<file path="src/design/dtfp_pkg.sv">
package dtfp_pkg;

	// default sizes of the fixed-point result
	localparam int DEF_INT_BITS  = 16;
	localparam int DEF_FRAC_BITS = 32;

	// extra fraction bits kept while accumulating, dropped at the end
	localparam int GUARD_BITS = 8;

	// range limit register
	localparam int                  RANGE_W     = 16;
	localparam logic [RANGE_W-1:0]  RANGE_RESET = 16'd2;

	// fraction weight table: entry k holds floor(2^(frac+guard) / 10^(k+1))
	localparam int WT_DEPTH = 14;
	localparam int CNT_W    = $clog2(WT_DEPTH);

	// character codes
	localparam logic [7:0] CH_TAB   = 8'd9;
	localparam logic [7:0] CH_CR    = 8'd13;
	localparam logic [7:0] CH_SPACE = 8'd32;
	localparam logic [7:0] CH_PLUS  = 8'd43;
	localparam logic [7:0] CH_MINUS = 8'd45;
	localparam logic [7:0] CH_DOT   = 8'd46;
	localparam logic [7:0] CH_ZERO  = 8'd48;
	localparam logic [7:0] CH_NINE  = 8'd57;

	// result flags in tuser, lowest bit first
	localparam int TU_VALID   = 0;
	localparam int TU_INRANGE = 1;
	localparam int TU_SAT     = 2;
	localparam int TUSER_W    = 3;

	typedef enum logic [3:0] {
		PH_WS   = 4'b0001,
		PH_INT  = 4'b0010,
		PH_FRAC = 4'b0100,
		PH_STOP = 4'b1000
	} phase_t;

	// elaboration-time weight of the fraction digit at position k
	function automatic logic [63:0] frac_weight(input int fb, input int k);
		logic [63:0] w;
		w = 64'd1 << (fb + GUARD_BITS);
		for (int i = 0; i <= k; i++) begin
			w = w / 64'd10;
		end
		return w;
	endfunction

endpackage

</file>
<file path="src/design/decimal_text_to_fixed_point.sv">
// Decimal text to fixed-point converter. Characters of a decimal number come in one per
// input transaction on s_axis (tdata = character code, tlast on the final character);
// each string gives one output transaction on m_axis carrying the signed value in
// two's complement with FRAC_BITS fraction bits, plus tuser flags: strict syntax ok,
// magnitude within range_limit, and integer overflow (the integer part is then clamped
// to all ones). Leading whitespace is skipped by the parser but fails the syntax check;
// parsing stops at the first character that does not fit. One character is taken every
// clock cycle, with no gap between strings: the per-character update of the parse
// state is a single registered step, a multiply-by-ten add on the integer part and a
// digit-times-weight add on the fraction, the weights coming from a constant table.
// The result reaches m_axis through registers in order: the accepted character loads the
// input register, the finished string moves to the string snapshot, and from there to the
// output register. A stalled m_axis only stops the input when a final character sits in
// the input register while the snapshot and the output register both still hold results
// that have not been taken. range_limit is written through cfg_wr_en / cfg_wr_data;
// the user must do so only between strings, which the block itself does not enforce.
module decimal_text_to_fixed_point #(
	parameter int INT_BITS  = dtfp_pkg::DEF_INT_BITS,
	parameter int FRAC_BITS = dtfp_pkg::DEF_FRAC_BITS,
	localparam int VALUE_W  = INT_BITS + FRAC_BITS + 1,
	localparam int DATA_W   = ((VALUE_W + 7) / 8) * 8
) (
	input  logic                          clk,
	input  logic                          arst_n,
	// configuration: range_limit
	input  logic                          cfg_wr_en,
	input  logic [dtfp_pkg::RANGE_W-1:0]  cfg_wr_data,
	// characters in
	input  logic                          s_axis_tvalid,
	output logic                          s_axis_tready,
	input  logic [7:0]                    s_axis_tdata,  // char_code
	input  logic                          s_axis_tlast,  // last_char
	// results out
	output logic                          m_axis_tvalid,
	input  logic                          m_axis_tready,
	output logic [DATA_W-1:0]             m_axis_tdata,  // value, zero padded
	output logic [dtfp_pkg::TUSER_W-1:0]  m_axis_tuser   // valid_res, within_range, saturated
);
	import dtfp_pkg::*;

	localparam int WW = FRAC_BITS + GUARD_BITS;  // fraction accumulator width
	localparam int MW = INT_BITS + FRAC_BITS;    // magnitude width
	localparam int CW = (INT_BITS > RANGE_W) ? INT_BITS : RANGE_W;
	localparam logic [INT_BITS-1:0] INT_MAX = {INT_BITS{1'b1}};

	// fraction weights, constant table
	logic [WW-1:0] wt_tab [WT_DEPTH];
	for (genvar g = 0; g < WT_DEPTH; g++) begin : g_wt
		assign wt_tab[g] = WW'(frac_weight(FRAC_BITS, g));
	end

	// configuration register
	logic [RANGE_W-1:0] range_q;

	always_ff @(posedge clk or negedge arst_n) begin
		if (!arst_n) begin
			range_q <= RANGE_RESET;
		end else if (cfg_wr_en) begin
			range_q <= cfg_wr_data;
		end
	end

	// handshake and stage control
	logic          s1_valid_s1;
	logic [7:0]    char_s1;
	logic          last_s1;
	logic          s2_valid_s2;
	logic          out_valid_q;
	logic          out_free;
	logic          s2_free;
	logic          s1_go;
	logic          s2_go;

	assign out_free      = !out_valid_q || m_axis_tready;
	assign s2_free       = !s2_valid_s2 || out_free;
	assign s2_go         = s2_valid_s2 && out_free;
	// only a final character needs room in the result stage
	assign s1_go         = s1_valid_s1 && (!last_s1 || s2_free);
	assign s_axis_tready = !s1_valid_s1 || s1_go;

	// input register
	always_ff @(posedge clk or negedge arst_n) begin
		if (!arst_n) begin
			s1_valid_s1 <= 1'b0;
		end else if (s_axis_tready) begin
			s1_valid_s1 <= s_axis_tvalid;
		end
	end

	always_ff @(posedge clk) begin
		if (s_axis_tvalid && s_axis_tready) begin
			char_s1 <= s_axis_tdata;
			last_s1 <= s_axis_tlast;
		end
	end

	// parse state of the current string
	phase_t             phase_q;
	logic               neg_q;
	logic [INT_BITS-1:0] int_q;
	logic [WW-1:0]      frac_q;
	logic [CNT_W-1:0]   fcnt_q;
	logic               first_q;
	logic               dot_q;
	logic               dig_q;
	logic               bad_q;
	logic               ovf_q;

	// updated state after the character in the input register
	phase_t             phase_u;
	logic               neg_u;
	logic [INT_BITS-1:0] int_u;
	logic [WW-1:0]      frac_u;
	logic [CNT_W-1:0]   fcnt_u;
	logic               dot_u;
	logic               dig_u;
	logic               bad_u;
	logic               ovf_u;

	logic               is_digit;
	logic               is_space;
	logic               is_sign;
	logic [3:0]         digit;
	logic [INT_BITS+3:0] int_ext;
	logic [INT_BITS+3:0] int_add;
	logic               int_big;
	logic [INT_BITS-1:0] int_sat;
	logic [WW+3:0]      frac_prod;
	logic [WW+3:0]      frac_add;
	logic [WW-1:0]      wt;

	assign is_digit = char_s1 inside {[CH_ZERO:CH_NINE]};
	assign is_space = char_s1 inside {CH_SPACE, [CH_TAB:CH_CR]};
	assign is_sign  = char_s1 inside {CH_PLUS, CH_MINUS};
	assign digit    = 4'(char_s1 - CH_ZERO);

	// integer digit: acc * 10 + d, clamped
	assign int_ext = (INT_BITS+4)'(int_q);
	assign int_add = (int_ext << 3) + (int_ext << 1) + (INT_BITS+4)'(digit);
	assign int_big = int_add > (INT_BITS+4)'(INT_MAX);
	assign int_sat = int_big ? INT_MAX : int_add[INT_BITS-1:0];

	// fraction digit: acc + d * weight
	assign wt = wt_tab[fcnt_q];

	always_comb begin
		frac_prod = '0;
		for (int i = 0; i < 4; i++) begin
			if (digit[i]) begin
				frac_prod = frac_prod + ((WW+4)'(wt) << i);
			end
		end
		frac_add = (WW+4)'(frac_q) + frac_prod;
	end

	always_comb begin
		phase_u = phase_q;
		neg_u   = neg_q;
		int_u   = int_q;
		frac_u  = frac_q;
		fcnt_u  = fcnt_q;
		dot_u   = dot_q;
		dig_u   = dig_q;
		bad_u   = bad_q;
		ovf_u   = ovf_q;

		// strict syntax check
		if (!(first_q && is_sign)) begin
			if (char_s1 == CH_DOT) begin
				bad_u = bad_q || dot_q;
				dot_u = 1'b1;
			end else if (is_digit) begin
				dig_u = 1'b1;
			end else begin
				bad_u = 1'b1;
			end
		end

		// lenient parse
		case (phase_q)
			PH_WS: begin
				if (is_space) begin
					phase_u = PH_WS;
				end else if (is_sign) begin
					neg_u   = (char_s1 == CH_MINUS);
					phase_u = PH_INT;
				end else if (is_digit) begin
					int_u   = int_sat;
					ovf_u   = ovf_q || int_big;
					phase_u = PH_INT;
				end else if (char_s1 == CH_DOT) begin
					phase_u = PH_FRAC;
				end else begin
					phase_u = PH_STOP;
				end
			end
			PH_INT: begin
				if (is_digit) begin
					int_u = int_sat;
					ovf_u = ovf_q || int_big;
				end else if (char_s1 == CH_DOT) begin
					phase_u = PH_FRAC;
				end else begin
					phase_u = PH_STOP;
				end
			end
			PH_FRAC: begin
				if (is_digit) begin
					frac_u = frac_add[WW-1:0];
					// digits past the table end reuse its last weight
					if (fcnt_q != CNT_W'(WT_DEPTH - 1)) begin
						fcnt_u = fcnt_q + CNT_W'(1);
					end
				end else begin
					phase_u = PH_STOP;
				end
			end
			default: begin
				phase_u = PH_STOP;
			end
		endcase
	end

	always_ff @(posedge clk or negedge arst_n) begin
		if (!arst_n) begin
			phase_q <= PH_WS;
			neg_q   <= 1'b0;
			int_q   <= '0;
			frac_q  <= '0;
			fcnt_q  <= '0;
			first_q <= 1'b1;
			dot_q   <= 1'b0;
			dig_q   <= 1'b0;
			bad_q   <= 1'b0;
			ovf_q   <= 1'b0;
		end else if (s1_go) begin
			if (last_s1) begin
				// string done, start over
				phase_q <= PH_WS;
				neg_q   <= 1'b0;
				int_q   <= '0;
				frac_q  <= '0;
				fcnt_q  <= '0;
				first_q <= 1'b1;
				dot_q   <= 1'b0;
				dig_q   <= 1'b0;
				bad_q   <= 1'b0;
				ovf_q   <= 1'b0;
			end else begin
				phase_q <= phase_u;
				neg_q   <= neg_u;
				int_q   <= int_u;
				frac_q  <= frac_u;
				fcnt_q  <= fcnt_u;
				first_q <= 1'b0;
				dot_q   <= dot_u;
				dig_q   <= dig_u;
				bad_q   <= bad_u;
				ovf_q   <= ovf_u;
			end
		end
	end

	// finished string snapshot
	logic [INT_BITS-1:0]  int_s2;
	logic [FRAC_BITS-1:0] frac_s2;
	logic                 neg_s2;
	logic                 ok_s2;
	logic                 ovf_s2;

	always_ff @(posedge clk or negedge arst_n) begin
		if (!arst_n) begin
			s2_valid_s2 <= 1'b0;
		end else begin
			s2_valid_s2 <= (s1_go && last_s1) || (s2_valid_s2 && !out_free);
		end
	end

	always_ff @(posedge clk) begin
		if (s1_go && last_s1) begin
			int_s2  <= int_u;
			frac_s2 <= frac_u[WW-1:GUARD_BITS];  // drop guard bits
			neg_s2  <= neg_u;
			ok_s2   <= dig_u && !bad_u;
			ovf_s2  <= ovf_u;
		end
	end

	// result formatting
	logic [MW-1:0]      mag;
	logic [VALUE_W-1:0] mag_ext;
	logic [VALUE_W-1:0] val;
	logic [CW-1:0]      int_cmp;
	logic [CW-1:0]      lim_cmp;
	logic               lim_ok;

	assign mag      = {int_s2, frac_s2};
	assign mag_ext  = VALUE_W'(mag);
	// minus zero negates to zero
	assign val      = neg_s2 ? (VALUE_W'(0) - mag_ext) : mag_ext;
	assign int_cmp  = CW'(int_s2);
	assign lim_cmp  = CW'(range_q);
	assign lim_ok   = !ovf_s2 &&
		((int_cmp < lim_cmp) || ((int_cmp == lim_cmp) && (frac_s2 == '0)));

	// output register
	logic [DATA_W-1:0]  out_data_q;
	logic [TUSER_W-1:0] out_user_q;

	always_ff @(posedge clk or negedge arst_n) begin
		if (!arst_n) begin
			out_valid_q <= 1'b0;
		end else begin
			out_valid_q <= s2_go || (out_valid_q && !m_axis_tready);
		end
	end

	always_ff @(posedge clk) begin
		if (s2_go) begin
			out_data_q             <= DATA_W'(val);
			out_user_q[TU_VALID]   <= ok_s2;
			out_user_q[TU_INRANGE] <= lim_ok;
			out_user_q[TU_SAT]     <= ovf_s2;
		end
	end

	assign m_axis_tvalid = out_valid_q;
	assign m_axis_tdata  = out_data_q;
	assign m_axis_tuser  = out_user_q;

endmodule

</file>
<file path="config.mk">
export PLATFORM = sky130hd
export DESIGN_NAME = decimal_text_to_fixed_point
export DESIGN_NICKNAME = d
export VERILOG_FILES = /design/src/design/dtfp_pkg.sv /design/src/design/decimal_text_to_fixed_point.sv
export SDC_FILE = /design/constraint.sdc
export NUM_CORES = 1
export LEC_CHECK = 0
export ABC_AREA = 1
export BUFFER_PORTS_ARGS = -buffer_cell sky130_fd_sc_hd__buf_2
export CORE_UTILIZATION = 50
export CTS_CLUSTER_SIZE = 40
export DETAILED_ROUTE_END_ITERATION = 10
export PLACE_DENSITY = 0.68
export SLEW_MARGIN = 20
export SYNTH_ARGS = -nofsm -noshare
export SYNTH_HDL_FRONTEND = slang
export SYNTH_SLANG_ARGS = --single-unit
</file>
<file path="constraint.sdc">
create_clock -name clk -period 11.7 [get_ports clk]
set_input_delay 1.17 -clock clk [delete_from_list [all_inputs] [get_ports clk]]
set_output_delay 1.17 -clock clk [all_outputs]
set_load 0.01 [all_outputs]
</file>
==> After elaboration in Yosys (flattened, before gate mapping) <==
Memories as Yosys holds them, arrays and structs flattened.
Index checks and enable logic that the tools add are counted.
{ "word_totals": {"regBits": 201, "romBits": 640, "in_bits": 30, "output_inout_bits": 61, "elab_cells": 144, "mem_count": 1} }
{ "memory_table": {"columns": ["name", "words", "width", "read_ports", "rd_clocked_by_memory_dff", "write_ports", "line", "source"], "rows": [
  ["(no name shown)", 16, 40, 1, 0, 0, "decimal_text_to_fixed_point.sv:144", "assign wt = wt_tab[fcnt_q];"]
]} }
{ "op_classes": {"addsub": 9, "magnitude_cmp": 7, "n_eq_ne": 12, "n_mux": 49, "bitwise": 1, "reduce_logical": 40} }
{ "op_table": {"columns": ["operator", "count"], "rows": [
  ["40-bit 2-to-1 mux", 9],
  ["40-bit adder", 4],
  ["16-bit 2-to-1 mux", 5],
  ["1-bit by 48-bit subtractor with 49-bit output, first input constant", 1],
  ["48-bit 2-to-1 mux", 1],
  ["4-bit 2-to-1 mux", 11],
  ["8-bit by 6-bit equality test with 1-bit output, second input constant", 4],
  ["32-bit zero test", 1],
  ["16-bit one-hot mux with 2 select lines", 1],
  ["19-bit by 17-bit adder with 20-bit output", 1],
  ["20-bit by 4-bit adder with 20-bit output", 1],
  ["20-bit by 16-bit > comparator with 1-bit output, second input constant", 1],
  ["1-bit 2-to-1 mux", 20],
  ["16-bit equality test", 1],
  ["16-bit < comparator", 1],
  ["1-bit logical AND", 12],
  ["4-bit one-hot mux with 3 select lines", 1],
  ["2-bit nonzero test", 6],
  ["1-bit logical OR", 9],
  ["3-bit AND reduction", 3],
  ["8-bit by 4-bit greater-or-equal comparator with 1-bit output, second input constant", 1],
  ["8-bit by 6-bit greater-or-equal comparator with 1-bit output, second input constant", 1],
  ["8-bit by 4-bit <= comparator with 1-bit output, second input constant", 1],
  ["8-bit by 6-bit <= comparator with 1-bit output, second input constant", 1],
  ["other kinds (13)", 21]
]} }

==> Depth between registers and ports, before layout <==
Gate-level depths: netlist (run 1).
{ "depth": {"ltp_word": 15, "ltp_mapped": 67} }

==> Worst setup path after synthesis (run 1) <==
OpenSTA, ideal clock, no wires.
{ "synth_timing": {"path_kind": "register to register", "startpoint": "register fcnt_q[1]", "endpoint": "register frac_s2[31] (data pin)", "setup_time_ns": 0.255, "arrival_ns": 8.245, "path_slack_ns": 3.200, "stages_incl_launch_ff": 59, "n_path_buf": 0, "period_less_slack_ns": 8.500, "path_cell_list": "dfrtp_1 > inv_1 > ha_1 > inv_2 > nand2_1 > nand2_1 > a21oi_1 > inv_1 > nor2_1 > ha_1 > fa_1 > inv_1 > nor2_1 > nand2_1 > nand2_1 > nand2_1 > nand2_2 > a31oi_2 > [... 23 more ...] > nand2_1 > nand3_1 > nand2_1 > xor2_1 > ha_1 > inv_1 > nor2_1 > nor2_1 > nor2_1 > a2111oi_0 > nand2_1 > a31oi_1 > nand3b_1 > nand2_1 > inv_1 > nand4_1 > nand4_1 > nand2_2"} }
{ "synth_between": {"elab_chain_len": 14} }
{ "synth_lines": {"columns": ["element", "line", "source"], "rows": [
  ["start: declaration", "decimal_text_to_fixed_point.sv:102", "logic [CNT_W-1:0] fcnt_q;"],
  ["start signal: assignment", "decimal_text_to_fixed_point.sv:254", "fcnt_q <= fcnt_u;"],
  ["4-bit NOT with 5-bit output (not written as such) (*)", "decimal_text_to_fixed_point.sv:144", null],
  ["memory read 16 x 40 bit (*)", null, null],
  ["40-bit 2-to-1 mux (not written as such) (*) (2 in a row)", "decimal_text_to_fixed_point.sv:144", null],
  ["40-bit 2-to-1 mux", "decimal_text_to_fixed_point.sv:149", "if (digit[i]) begin"],
  ["40-bit adder", "decimal_text_to_fixed_point.sv:150", "frac_prod = frac_prod + ((WW+4)'(wt) << i);"],
  ["40-bit 2-to-1 mux", "decimal_text_to_fixed_point.sv:149", null],
  ["40-bit adder", "decimal_text_to_fixed_point.sv:150", null],
  ["40-bit 2-to-1 mux", "decimal_text_to_fixed_point.sv:149", null],
  ["40-bit adder", "decimal_text_to_fixed_point.sv:150", null],
  ["40-bit 2-to-1 mux (*)", "decimal_text_to_fixed_point.sv:149", null],
  ["40-bit adder (*)", "decimal_text_to_fixed_point.sv:153", "frac_add = (WW+4)'(frac_q) + frac_prod;"],
  ["40-bit 2-to-1 mux (*)", "decimal_text_to_fixed_point.sv:208", "if (is_digit) begin"],
  ["40-bit 2-to-1 mux (*)", "decimal_text_to_fixed_point.sv:180", "case (phase_q)"],
  ["named net frac_u[39]", "decimal_text_to_fixed_point.sv:113", "logic [WW-1:0] frac_u;"],
  ["end signal: assignment", "decimal_text_to_fixed_point.sv:282", "frac_s2 <= frac_u[WW-1:GUARD_BITS];"],
  ["end: declaration", "decimal_text_to_fixed_point.sv:266", "logic [FRAC_BITS-1:0] frac_s2;"]
]} }
Mark *: on every way through the listed nets, which the timed path passes. The rest lies on a longest branch. The select of a mux whose other input is x is not followed.
A chain may end at the register's enable or synchronous reset.

==> Final worst setup path (run 1) <==
{ "layout_timing": {"startpoint": "register fcnt_q[3]", "endpoint": "register frac_s2[31] (data pin)"} }
Same word-level chain as after synthesis.

==> results.txt, run 1 <==
The per-instance average area after synthesis is 7.35 um2. The total leakage power is a little under 10 nW. Headroom to the max-slew limit came out at 29.7%. The worst hold path belongs to the class reg -> reg. After layout, the minimum clock period comes to 10.14 ns. The maximum count of clock buffers along a single path is 3. The unique cell type count in the Yosys netlist came out at 66. The setup slack of the worst register-to-register path is 1.56 ns. The floorplan die area came out at 0.0389 mm2. The mapped netlist covers roughly 0.019 mm2. The number of setup violations in the final report is 0.

The clock sink count came out at between 200 and 250. The final clock period utilization by the worst path is 86.7%. The width of the die is 197 um.

The starting DRC count in detailed routing is 1,663. The critical path arrival is 10.43 ns. At the worst endpoint, the required time is 11.99 ns. The post-cts sizing count came out at 0. The hold path endpoint is m_axis_tuser[0]$_DFFE_PP_. The worst setup path is captured at a flop. The via count came out at 17,896. The effective utilization at floorplan came out at 50.7%.

In this run the number of H-tree levels came out at 1. The hold slack is 0.423 ns. The last weighted congestion value of the routability-driven placer is 0.998.

The worst setup path category is reg -> reg. The critical path buffer and inverter count came out at 5. Summed over all nets, the switching power comes to 2.47 mW.

In this design, the stage delay of the slowest critical-path cell is 0.67 ns. The standard-cell row count came out at 71. The flip-flop and latch count after synthesis came out at roughly 200. Grouping stages by cell kind, the critical path spends the most delay in simple AND/OR/NAND/NOR gates. The largest individual stage delay along the critical path comes from the cell sky130_fd_sc_hd__nor2_1.

The total negative slack for setup checks is 0 ns. The iteration count of the initial detailed-routing pass came out at 6. The share of power burned in the clock network came out at about 14%. The number of filler cells placed in the layout is 3,625. The cell-internal power came out at 2.44 mW. The clock tree from TritonCTS is built. The startpoint identified for the worst register-to-register timing path is fcnt_q[3]$_DFFE_PN0P_.

The power share of the sequential group is between 10% and 20%. The count of endpoints failing hold in the final timing report came out at 0. In this run the critical register-to-register path is captured at frac_s2[31]$_DFFE_PP_.

The number of enable flip-flop cells after synthesis is 112. Entering global routing, the biggest net connects 65 pins. The maximum fanout count along the critical path came out at 13. The number of buffer cells added on primary ports is 83. The library cell used as clock root buffer is sky130_fd_sc_hd__clkbuf_16.

After layout, the design draws a total of roughly 4.9 mW. The die height came out at about 200 um. For the final database, setup skew stands at 0.0263 ns. The estimated wirelength of the detail-placed design is 41,500 um. Dividing the detail-routed wire length by the instance count gives 16.4 um.

The number of global-route vias before repair came to around 16,000. In this run the remaining antenna-violating nets after routing total 0. The placeable core area is 0.0376 mm2. The flow ran to the end, and the final reports show no timing, DRC or antenna violations. The clock edge transition at the registers on the reported setup and hold paths is about 0.06 ns. The worst setup path is launched from a flop. Dividing the detail-routed via count by the number of cells gives 5.61.

The global-route wire length before repair came out at 84,400 um. The number of diodes added for antenna fixing is 0. The most critical setup path has its startpoint at fcnt_q[3]$_DFFE_PN0P_.

Power spread over the standard cell area amounts to ~240 mW/mm2. The startpoint identified for the worst hold timing path is ok_s2$_DFFE_PP_. The maximum frequency from static timing analysis is 0.0986 GHz. The buffer count from post-CTS setup fixing came out at 0. The wire length reported by the detailed router is between 50,000 and 60,000 um. For this run, the post-layout net count is 2,899. The slew at the pin closest to its max-slew limit came out at 1.05 ns. The final number of max-transition violations is 0. The overall global routing resource usage is 26.9%. The sequential area share after synthesis came out at 29.3%. For this run, design rule violations remaining after detail routing come to 0.

Synthesis produced a netlist whose cell count is 2,595. The clock insertion delay at the later pin of the skew report came out at 0.53 ns. During synthesis, Yosys emitted a total of 0 warnings. The number of buffers inserted for hold repair after clock tree synthesis came out at 0.

The total overflow left after global routing is 0. The TritonCTS buffer count came out at 22. The cell depth of the worst hold path came out at 0.

IR analysis of the VDD net gives a maximum drop of 0.102 mV. Among all flip-flop cells after synthesis, the most frequent one is sky130_fd_sc_hd__edfxtp_1. The number of max-cap violations is 0. The initial antenna violation count came out at 0. The worst reg-to-reg path cell count is 56. The switching share of power came out at 50.3%. During I/O placement, the number of pins put on the boundary was 91. The fraction of final layout cells with drive strength greater than 1 came out at 7.76%. The most numerous cell type found on the critical path is sky130_fd_sc_hd__nand2_1. Combinational cells account for approximately 69% of the total power. Counting flops with an async set or reset pin after synthesis yields a share of 44.3%. From synthesis to final layout, the design area changed by 8.78%.

Setup repair after global routing left no endpoint under its margin.
[cell usage after synthesis (7+ instances only)]
cell	number	area share, %
sky130_fd_sc_hd__a211oi_1	7	0.28
sky130_fd_sc_hd__a21boi_0	7	0.28
sky130_fd_sc_hd__a21o_1	12	0.47
sky130_fd_sc_hd__a21oi_1	218	5.7
sky130_fd_sc_hd__a22o_1	17	0.78
sky130_fd_sc_hd__a31oi_1	22	0.72
sky130_fd_sc_hd__buf_2	10	0.26
sky130_fd_sc_hd__buf_4	7	0.28
sky130_fd_sc_hd__clkbuf_1	44	0.87
sky130_fd_sc_hd__dfrtp_1	86	11
sky130_fd_sc_hd__edfxtp_1	112	18
sky130_fd_sc_hd__ha_1	198	13
sky130_fd_sc_hd__inv_1	290	5.7
sky130_fd_sc_hd__inv_2	10	0.20
sky130_fd_sc_hd__nand2_1	550	11
sky130_fd_sc_hd__nand2_2	12	0.39
sky130_fd_sc_hd__nand3_1	101	2.7
sky130_fd_sc_hd__nand4_1	20	0.66
sky130_fd_sc_hd__nor2_1	226	4.5
sky130_fd_sc_hd__nor2_2	7	0.23
sky130_fd_sc_hd__nor3_1	42	1.1
sky130_fd_sc_hd__nor4_1	10	0.33
sky130_fd_sc_hd__o211ai_1	7	0.28
sky130_fd_sc_hd__o21a_1	27	1.1
sky130_fd_sc_hd__o21ai_0	197	5.2
sky130_fd_sc_hd__o21ai_1	43	1.1
sky130_fd_sc_hd__o21bai_1	11	0.43
sky130_fd_sc_hd__o22ai_1	33	1.1
sky130_fd_sc_hd__o31ai_1	8	0.32
sky130_fd_sc_hd__or2_2	13	0.43
sky130_fd_sc_hd__xnor2_1	75	3.4
sky130_fd_sc_hd__xor2_1	94	4.3
[sequential cells by signal, summed over array words and instances (netlist names), 4 cells and up]
name	flops
m_axis_tdata	49
frac_q	40
frac_s2	32
int_cmp	16
int_q	16
lim_cmp	16
char_s1	8
fcnt_q	4
phase_q	4
[metrics by stage]
stage          std cells  area [um2]  worst slack (ns)  util, %
3_3_place_gp        3152       20000              2.02     53.3
6_report            3192       20700              1.56     55.2
3_5_place_dp        3152       20000              1.66     53.3
2_1_floorplan       2601       19100              3.20        -
5_1_grt             3192       20700             0.725     55.2
4_1_cts             3192       20700              1.65     55.2
[cell type report]
cell class                      instances  area (um2)  share of cell area [%]
Inverter                              305        1150                    5.55
Sequential cell                       201        5590                    27.0
Multi-Input combinational cell       2028       12000                    58.1
Tap cell                              511         639                    3.08
Timing Repair Buffer                  107         598                    2.88
Clock inverter                          9        81.3                   0.392
Clock buffer                           31         624                    3.01
[worst reg2reg max path: cells and delay by family (launching register included)]
family | cells | cell delay [ns]
XOR/XNOR | 3 | 0.48
flip-flops | 1 | 0.54
adder cells (fa/ha/maj) | 5 | 1.65
buffers and inverters | 5 | 0.67
AND/OR/NAND/NOR | 30 | 3.62
AO/OA/AOI/OAI | 13 | 2.96
[worst max-delay path by stage]
stage / to / slack (ns) / cells past startpoint
3_5_place_dp: frac_s2[31]$_DFFE_PP_ / 1.66 / 56
6_report: frac_s2[31]$_DFFE_PP_ / 1.56 / 56
2_1_floorplan: frac_s2[31]$_DFFE_PP_ / 3.20 / 58
5_1_grt: frac_q[39]$_DFFE_PN0P_ / 0.73 / 58
4_1_cts: frac_s2[31]$_DFFE_PP_ / 1.65 / 56
3_3_place_gp: frac_s2[31]$_DFFE_PP_ / 2.02 / 49
[placed cells by master (no fill, tap or decap), drive strengths merged, types with 15 or more instances in the layout]
| cell | instances |
|---|---|
| nor3 | 43 |
| ha | 198 |
| xor2 | 94 |
| dfrtp | 86 |
| o22ai | 33 |
| nand4 | 20 |
| edfxtp | 112 |
| o21a | 27 |
| a21oi | 219 |
| nand2 | 563 |
| clkbuf | 31 |
| or2 | 15 |
| buf | 107 |
| nand3 | 103 |
| xnor2 | 75 |
| o21ai | 247 |
| a22o | 17 |
| nor2 | 237 |
| a31oi | 23 |
| inv | 301 |
[logic make-up (layout without fill, tap and decap cells)]
| kind of cell | after synthesis | in the layout | synth area share, % |
|---|---|---|---|
| compound gates | 646 | 646 | 19.5 |
| xor+xnor | 169 | 169 | 7.77 |
| fa+ha+maj | 204 | 204 | 13.6 |
| buf+inv | 372 | 452 | 7.63 |
| flops | 201 | 201 | 29.3 |
| mux | 5 | 5 | 0.269 |
| other cells | 1 | 7 | 0.0197 |
| simple gates | 997 | 997 | 21.9 |
[power groups by stage]
stage	Clock, mW	Sequential [mW]	Combinational (mW)
detailed placement	0	0.866	3.31
global placement	0	0.864	3.26
CTS	0.697	0.853	3.32
global route	0.725	0.860	3.77
floorplan	0	0.859	2.59
finish	0.683	0.854	3.37
[metal layers]
metal | wire length (um) | vias up | track usage [%]
li1 | - | 8964 | -
met3 | 3790 | 72 | 2.73
met4 | 966 | 0 | 6.00
met1 | 24900 | 8241 | 39.8
met2 | 22800 | 619 | 42.0
met5 | 0 | - | 0
Power figures use the tool's default switching activity.
==> inputs of run 2 (changes only) <==
--- a/config.mk
+++ b/config.mk
@@ -5,12 +5,13 @@
 export SDC_FILE = /design/constraint.sdc
 export NUM_CORES = 1
 export LEC_CHECK = 0
-export ABC_AREA = 1
+export ABC_AREA = 0
 export BUFFER_PORTS_ARGS = -buffer_cell sky130_fd_sc_hd__buf_2
 export CORE_UTILIZATION = 50
 export CTS_CLUSTER_SIZE = 40
 export DETAILED_ROUTE_END_ITERATION = 10
 export PLACE_DENSITY = 0.68
+export SKIP_LAST_GASP = 1
 export SLEW_MARGIN = 20
 export SYNTH_ARGS = -nofsm -noshare
 export SYNTH_HDL_FRONTEND = slang
==> run 2 against run 1 <==
  * Die area is 3.4% lower
  * Flip-flop and latch count stayed put
  * Largest cell class unchanged
  * Critical path type unchanged
  * Combinational power is 83% lower
  * Clock skew is 0.013 ns lower
  * Synthesized cell count is 21% lower
  * Power is 58% lower
  * Highest routed layer unchanged
==> results.txt, run 2 <==
The maximum frequency from static timing analysis came out at 0.0913 GHz (-7.4%). The number of H-tree branching levels is 1 (unchanged). The critical path capture point type is a flop.

The number of max-cap violations came out at 0 (unchanged). The iteration count of the initial detailed-routing pass came to 5 (-1). The number of filler cells placed in the layout is 3,223 (-11%). The largest stage delay on the critical path came to 0.91 ns (+0.24 ns). The last weighted congestion value of the routability-driven placer came out at 0.925 (-7.4%).

TritonCTS built the clock tree. The largest clock skew in the final design was 0.0129 ns (-0.0134 ns). The width of the die is 194 um (-1.7%). The I/O pin count came out at 91 (unchanged). The count of unresolved DRC violations after routing came out at 0 (unchanged). Among all flip-flop cells after synthesis, the most frequent one is sky130_fd_sc_hd__edfxtp_1.

The unique cell type count in the Yosys netlist came out at 93 (+41%). The global-route wire length before repair is 73,800 um (-13%). STA classifies the critical path startpoint as a flop. The slew at the pin closest to its max-slew limit came to 0.987 ns (-0.0641 ns). The sequential area share after synthesis is 30.4% (+1.1 points). The estimated wirelength of the detail-placed design is 35,400 um (-15%). In the post-synthesis netlist, the biggest area contributors are sky130_fd_sc_hd__edfxtp_1 18%, sky130_fd_sc_hd__ha_1 13%, sky130_fd_sc_hd__dfrtp_1 12%.

The number of enable flip-flop cells after synthesis came out at 112 (unchanged). The slowest cell on the critical path is sky130_fd_sc_hd__dfrtp_1. The buffer count from post-CTS setup fixing is 0 (unchanged). The worst slack after detailed placement is 0.535 ns (-1.12 ns). The flip-flop and latch count after synthesis is 201 (unchanged).

The final routed wire length divided by cell count is 17.7 um (+7.9%). The wire length reported by the detailed router came to 45,800 um (-13%). The library cell with the largest summed area after synthesis is sky130_fd_sc_hd__edfxtp_1. The effective utilization at floorplan came to 51.2% (+0.51 points). By startpoint and endpoint, the worst setup path is classified as reg -> reg. The via count is 15,481 (-13%). The critical path arrival came out at 11.31 ns (+0.88 ns).

The floorplan die area is 0.0376 mm2 (-3.4%). By instance count, the leading cell after synthesis is sky130_fd_sc_hd__ha_1. The number of vias per cell came out at 6.00 (+6.9%). The top cell types in the final layout, fill and taps aside, are 197 x sky130_fd_sc_hd__ha_1, 165 x sky130_fd_sc_hd__nand2_1, 163 x sky130_fd_sc_hd__a21oi_1. The standard-cell row count was 69 (-2.8%).

The clock insertion delay at the later pin of the skew report is 0.51 ns (-0.02 ns). The combined area of the multi-input logic cells came out at 0.0122 mm2 (+1.2%). The count of endpoints failing hold in the final timing report was 0 (unchanged). The number of global-route vias before repair came to 14,529 (-11%). The number of diodes added for antenna fixing is 0 (unchanged). The number of flip-flops in the largest register is 49 (unchanged). The number of buffers inserted for hold repair after clock tree synthesis came to 0 (unchanged). The highest ir drop seen on vdd came out at 0.0952 mV (-6.5%). The overall global routing resource usage is 23.7% (-3.1 points). In this run the worst hold path is classified as reg -> reg. The final clock period utilization by the worst path is 93.6% (+6.9 points). Leaving out fill and tap cells, the most frequent cell in the layout is sky130_fd_sc_hd__ha_1. Counting stages on the worst path, the most repeated cell is sky130_fd_sc_hd__a21oi_1.

The total negative slack for setup checks came out at 0 ns (unchanged). The clock sink count came to 201 (unchanged). The count of nets after finishing came to 2,338 (-19%). The final critical path time including I/O delays and setup is 10.95 ns (+0.808 ns).

The total leakage power is 9.00 nW (-8.6%). The maximum fanout count along the critical path came out at 29 (+16). Setup repair after global routing left no endpoint under its margin. The fraction of final layout cells with drive strength greater than 1 is 12.5% (+4.8 points). The synthesized area came to 0.0184 mm2 (-3.5%).

In this run the clock root is driven by a sky130_fd_sc_hd__clkbuf_16. The starting DRC count in detailed routing came to 1,028 (-38%). The maximum count of clock buffers along a single path came to 3 (unchanged). The synthesis-to-finish area growth was 8.87% (about the same).

The number of synthesis warnings is 0 (unchanged). The initial antenna violation count came to 0 (unchanged). The run finished with clean final reports.

The TritonCTS buffer count is 23 (+4.5%). The die height is 194 um (-1.7%). The area taken by flip-flops and latches came out at 0.00560 mm2 (about the same). The post-route antenna net violation count is 0 (unchanged). The headroom to the max-slew limit came to 33.7% (+3.9 points).

The total congestion overflow after global routing came to 0 (unchanged). The power per cell area was 104 mW/mm2 (-56%). The placeable core area came to 0.0359 mm2 (-4.4%).

The per-instance average area after synthesis came out at 9.01 um2 (+23%). The pin count of the biggest net entering global routing is 69 (+6.2%). The commonest cells after synthesis are 198 x sky130_fd_sc_hd__ha_1, 165 x sky130_fd_sc_hd__a21oi_1, 165 x sky130_fd_sc_hd__nand2_1. The final setup slack of the worst path came out at 0.751 ns (-0.808 ns). The number of buffer cells added on primary ports came out at 83 (unchanged). The clock edge transition at the registers on the reported setup and hold paths came out at 0.06 ns (about the same). The final number of max-transition violations is 0 (unchanged). The hold slack is 0.443 ns (+0.0192 ns). The number of setup violations in the final report came out at 0 (unchanged). The synthesized netlist cell count came out at 2,043 (-21%). The portion of synthesized cell area occupied by the leading cell type came to 18.3% (+0.63 points). The fraction of synthesis flops using an asynchronous set or reset pin came out at 44.3% (unchanged). The required time reported for the critical path endpoint came out at 12.06 ns (+0.07 ns).
run 2: worst max-delay path, delay by kind of cell, from the launching register on:
kind	cells	cell delay (ns)
AO/OA/AOI/OAI	26	5.36
adder cells (fa/ha/maj)	5	1.78
AND/OR/NAND/NOR	7	1.65
flip-flops	1	0.91
XOR/XNOR	4	0.62
multiplexers	2	0.50
run 2: logic make-up after synthesis:
family / Yosys count / share of synthesized area, %
AOI/OAI and AO/OA: 657 / 23.4
and+or+nand+nor: 549 / 14.8
adders and majority gates: 205 / 14.2
DFF: 201 / 30.4
xor gates and xnor gates: 183 / 8.71
buffers and inverters: 166 / 3.62
muxes: 81 / 4.92
other: 1 / 0.0204
run 2: what timing repair did:
item,in CTS,in global routing
resized for setup,0,8
endpoints found under the setup margin,0,4
hold endpoints to repair,0,0
run 2: per-layer routing:
| metal | GRT usage (%) | share of wire [%] | vias up |
|---|---|---|---|
| met3 | 2.00 | 4.7 | 76 |
| met2 | 38.1 | 44 | 448 |
| li1 | - | - | 7688 |
| met5 | 0 | 0 | - |
| met1 | 33.7 | 49 | 7269 |
| met4 | 8.02 | 3.0 | 0 |
run 2: cell type report:
class	count	share of cell area [%]
clock inverters	12	0.662
repair buffers	102	2.80
inverters	94	1.76
flip-flops and latches	201	27.9
multi-input cells	1682	60.9
well taps	461	2.88
clock buffers	30	3.10
run 2: path summary, 6_finish.rpt:
path | from | to | slack, ns | depth (start not counted)
hold / removal | ok_s2$_DFFE_PP_ | m_axis_tuser[0]$_DFFE_PP_ | 0.44 | 0
setup reg to reg | fcnt_q[3]$_DFFE_PN0P_ | frac_q[39]$_DFFE_PN0P_ | 0.75 | 44
min in group asynchronous | arst_n | frac_q[34]$_DFFE_PN0P_ | 0.70 | 1
max in group asynchronous | arst_n | frac_q[8]$_DFFE_PN0P_ | 9.89 | 2
hold reg to reg | ok_s2$_DFFE_PP_ | m_axis_tuser[0]$_DFFE_PP_ | 0.44 | 0
setup / recovery | fcnt_q[3]$_DFFE_PN0P_ | frac_q[39]$_DFFE_PN0P_ | 0.75 | 44
run 2: per-stage QoR:
| step | cells | util, % | area, um2 | total power, mW |
|---|---|---|---|---|
| after floorplan | 2049 | - | 18400 | 1.24 |
| after global placement | 2540 | 53.6 | 19300 | 1.36 |
| after detailed placement | 2540 | 53.6 | 19300 | 1.37 |
| after CTS | 2582 | 55.7 | 20000 | 2.09 |
| after global routing | 2582 | 55.8 | 20000 | 2.18 |
| final | 2582 | 55.8 | 20000 | 2.08 |
run 2: power by group:
| part | internal [mW] | switching, mW | leakage, nW | total (mW) |
|---|---|---|---|---|
| combinational | 0.238 | 0.324 | 6.36 | 0.562 |
| sequential | 0.785 | 0.0191 | 2.26 | 0.804 |
| clock | 0.424 | 0.291 | 0.374 | 0.715 |
==> inputs of run 3 (changes only) <==
--- a/config.mk
+++ b/config.mk
@@ -10,6 +10,7 @@
 export CORE_UTILIZATION = 50
 export CTS_CLUSTER_SIZE = 40
 export DETAILED_ROUTE_END_ITERATION = 10
+export MAX_ROUTING_LAYER = met4
 export PLACE_DENSITY = 0.68
 export SKIP_LAST_GASP = 1
 export SLEW_MARGIN = 20
==> run 3 against run 2 <==
  * Count of clock-buffer cells in the layout is 2 higher
  * Global-route usage is 1.3 points higher
  * Via count is 0.25% lower
  * Flip-flop and latch count stayed put
  * Combinational power hardly changed
  * First-iteration DRC count is 1.5% lower
  * Sequential share of layout area hardly changed
  * Critical endpoint unchanged
  * Highest routed layer unchanged
==> results.txt, run 3 (synthesized netlist as in run 2, its figures left out) <==
The required time reported for the critical path endpoint came out at 12.08 ns (+0.02 ns). The standard-cell row count is 69 (unchanged). The maximum count of clock buffers along a single path came out at 3 (unchanged).

The clock edge transition at the registers on the reported setup and hold paths is 0.06 ns (about the same). The final number of max-transition violations came out at 0 (unchanged). The buffer count from post-CTS setup fixing is 0 (unchanged). The number of buffers inserted for hold repair after clock tree synthesis is 0 (unchanged). The clock sink count came out at 201 (unchanged). The wire length reported by the detailed router is 46,500 um (+1.5%). The width of the die came to 194 um (unchanged). The critical path arrival came out at 11.33 ns (+0.02 ns). The setup slack of the worst register-to-register path is 0.74 ns (about the same). The count of placed standard cells including taps came to 2,541 (+0.039%).

The number of H-tree branching levels came out at 1 (unchanged). The I/O pin count is 91 (unchanged). The worst setup path category is reg -> reg. The number of max-cap violations was 0 (unchanged). The post-cts sizing count is 0 (unchanged). Leaving out fill and tap cells, the most frequent cell in the layout is sky130_fd_sc_hd__ha_1. The global-route wire length before repair is 75,200 um (+1.9%).

The worst hold path class is reg -> reg. The die height was 194 um (unchanged). The pin count of the biggest net entering global routing is 69 (unchanged). The number of cells in the finished layout apart from fillers came out at 2,585 (+0.12%). The fraction of final layout cells with drive strength greater than 1 came to 12.5% (-0.018 points). The initial antenna violation count came out at 0 (unchanged). The largest stage delay on the critical path is 0.49 ns (-0.42 ns).

The estimated wirelength of the detail-placed design was 36,000 um (+1.4%). The starting DRC count in detailed routing came out at 1,013 (-1.5%). The highest ir drop seen on vdd came to 0.0981 mV (+3.0%). The slew at the pin closest to its max-slew limit is 1.09 ns (+0.107 ns).

The number of vias per cell came out at 5.97 (-0.36%). The maximum frequency from static timing analysis is 0.0913 GHz (about the same). The number of diodes added for antenna fixing was 0 (unchanged). The count of nets after finishing is 2,340 (+0.086%). The library cells used most frequently in the layout, excluding fill and tap cells, are 197 x sky130_fd_sc_hd__ha_1, 165 x sky130_fd_sc_hd__nand2_1, 163 x sky130_fd_sc_hd__a21oi_1. The total congestion overflow after global routing came to 0 (unchanged). In this design, the critical path's most frequently occurring cell is sky130_fd_sc_hd__o21ai_0. The worst register-to-register path begins at fcnt_q[0]$_DFFE_PN0P_.

STA classifies the critical path startpoint as a flop. The number of global-route vias before repair is 14,591 (+0.43%). The placeable core area came to 0.0359 mm2 (unchanged). The termination of the worst setup path is frac_q[39]$_DFFE_PN0P_.

The final critical path time including I/O delays and setup is 10.96 ns (+0.00650 ns). The total power is 2.06 mW (-0.95%). The number of setup violations in the final report was 0 (unchanged). The worst setup path is captured at a flop.

The hold slack is 0.458 ns (+0.0157 ns). The via count came out at 15,443 (-0.25%). The slowest cell on the critical path is sky130_fd_sc_hd__dfrtp_2. The effective utilization at floorplan is 51.2% (unchanged). The largest clock skew in the final design came out at 0.0269 ns (+0.0140 ns). CTS placed an instance of sky130_fd_sc_hd__clkbuf_16 at the clock tree root.

The floorplan die area is 0.0376 mm2 (unchanged). The number of buffer cells added on primary ports came out at 83 (unchanged). The clock insertion delay at the later pin of the skew report is 0.54 ns (+0.03 ns). The count of endpoints failing hold in the final timing report was 0 (unchanged). The post-route antenna net violation count came to 0 (unchanged). The endpoint of the most critical register-to-register path is frac_q[39]$_DFFE_PN0P_. The TritonCTS buffer count came to 24 (+4.3%). The synthesis-to-finish area growth was 8.83% (about the same). The number of flip-flops in the largest register is 49 (unchanged). The last weighted congestion value of the routability-driven placer is 0.927 (+0.23%). The maximum fanout count along the critical path came out at 13 (-55%).

The run finished with clean final reports. The final clock period utilization by the worst path came out at 93.6% (about the same). The count of unresolved DRC violations after routing came out at 0 (unchanged).

The headroom to the max-slew limit is 26.3% (-7.4 points). The power per cell area is 103 mW/mm2 (-0.91%). The iteration count of the initial detailed-routing pass is 5 (unchanged). The final routed wire length divided by cell count came out at 18.0 um (+1.4%). The total negative slack for setup checks is 0 ns (unchanged). The fraction of the core area covered by cells at the end of the flow came out at 55.8% (about the same). The total leakage power was 8.99 nW (-0.12%). TritonCTS built the clock tree.

The launching instance or port of the critical path is fcnt_q[0]$_DFFE_PN0P_. The worst reg-to-reg path cell count was 52 (+18%). The overall global routing resource usage came out at 25.0% (+1.3 points).
-- run 3: how the worst min path moves through the flow --
stage | start | to | slack (ns) | depth (start not counted)
3_3_place_gp | ok_s2$_DFFE_PP_ | m_axis_tuser[0]$_DFFE_PP_ | 0.43 | 0
5_1_grt | ok_s2$_DFFE_PP_ | m_axis_tuser[0]$_DFFE_PP_ | 0.47 | 0
6_report | ok_s2$_DFFE_PP_ | m_axis_tuser[0]$_DFFE_PP_ | 0.46 | 0
3_5_place_dp | ok_s2$_DFFE_PP_ | m_axis_tuser[0]$_DFFE_PP_ | 0.44 | 0
2_1_floorplan | ok_s2$_DFFE_PP_ | m_axis_tuser[0]$_DFFE_PP_ | 0.40 | 0
4_1_cts | ok_s2$_DFFE_PP_ | m_axis_tuser[0]$_DFFE_PP_ | 0.46 | 0
-- run 3: per-stage QoR --
stage	instance area, um2	setup WS [ns]
6_report	20000	0.745
5_1_grt	20000	-0.0111
4_1_cts	20000	0.447
3_5_place_dp	19300	0.504
3_3_place_gp	19300	0.764
2_1_floorplan	18400	1.41
-- run 3: area by class of cell --
| type | instances | area [um2] |
|---|---|---|
| Sequential cell | 201 | 5600 |
| Tap cell | 461 | 577 |
| Clock inverter | 12 | 91.3 |
| Multi-Input combinational cell | 1682 | 12200 |
| Clock buffer | 32 | 651 |
| Inverter | 94 | 353 |
| Timing Repair Buffer | 103 | 568 |
| Fill cell | 3204 | 15900 |
-- run 3: where the power goes --
part	switching, mW	internal, mW	total, mW
Clock	0.299	0.396	0.695
Sequential	0.0192	0.785	0.805
Combinational	0.324	0.238	0.562
Total	0.642	1.42	2.06
-- run 3: worst max-delay path: cells and delay by family (launching register included) --
| kind | cells | cell delay [ns] |
|---|---|---|
| compound gates | 27 | 5.13 |
| fa+ha+maj | 6 | 2.00 |
| simple gates | 10 | 1.58 |
| xor+xnor | 4 | 0.66 |
| flops | 1 | 0.49 |
| mux | 2 | 0.48 |
| buf+inv | 3 | 0.43 |
-- run 3: metal layers --
metal  up-vias  GRT usage [%]  routed length, um
li1       7704              -                  -
met3        56           1.81               2060
met4         0           7.08               1180
met1      7279           34.5              22400
met2       404           39.6              20800
met5         -              -                  0
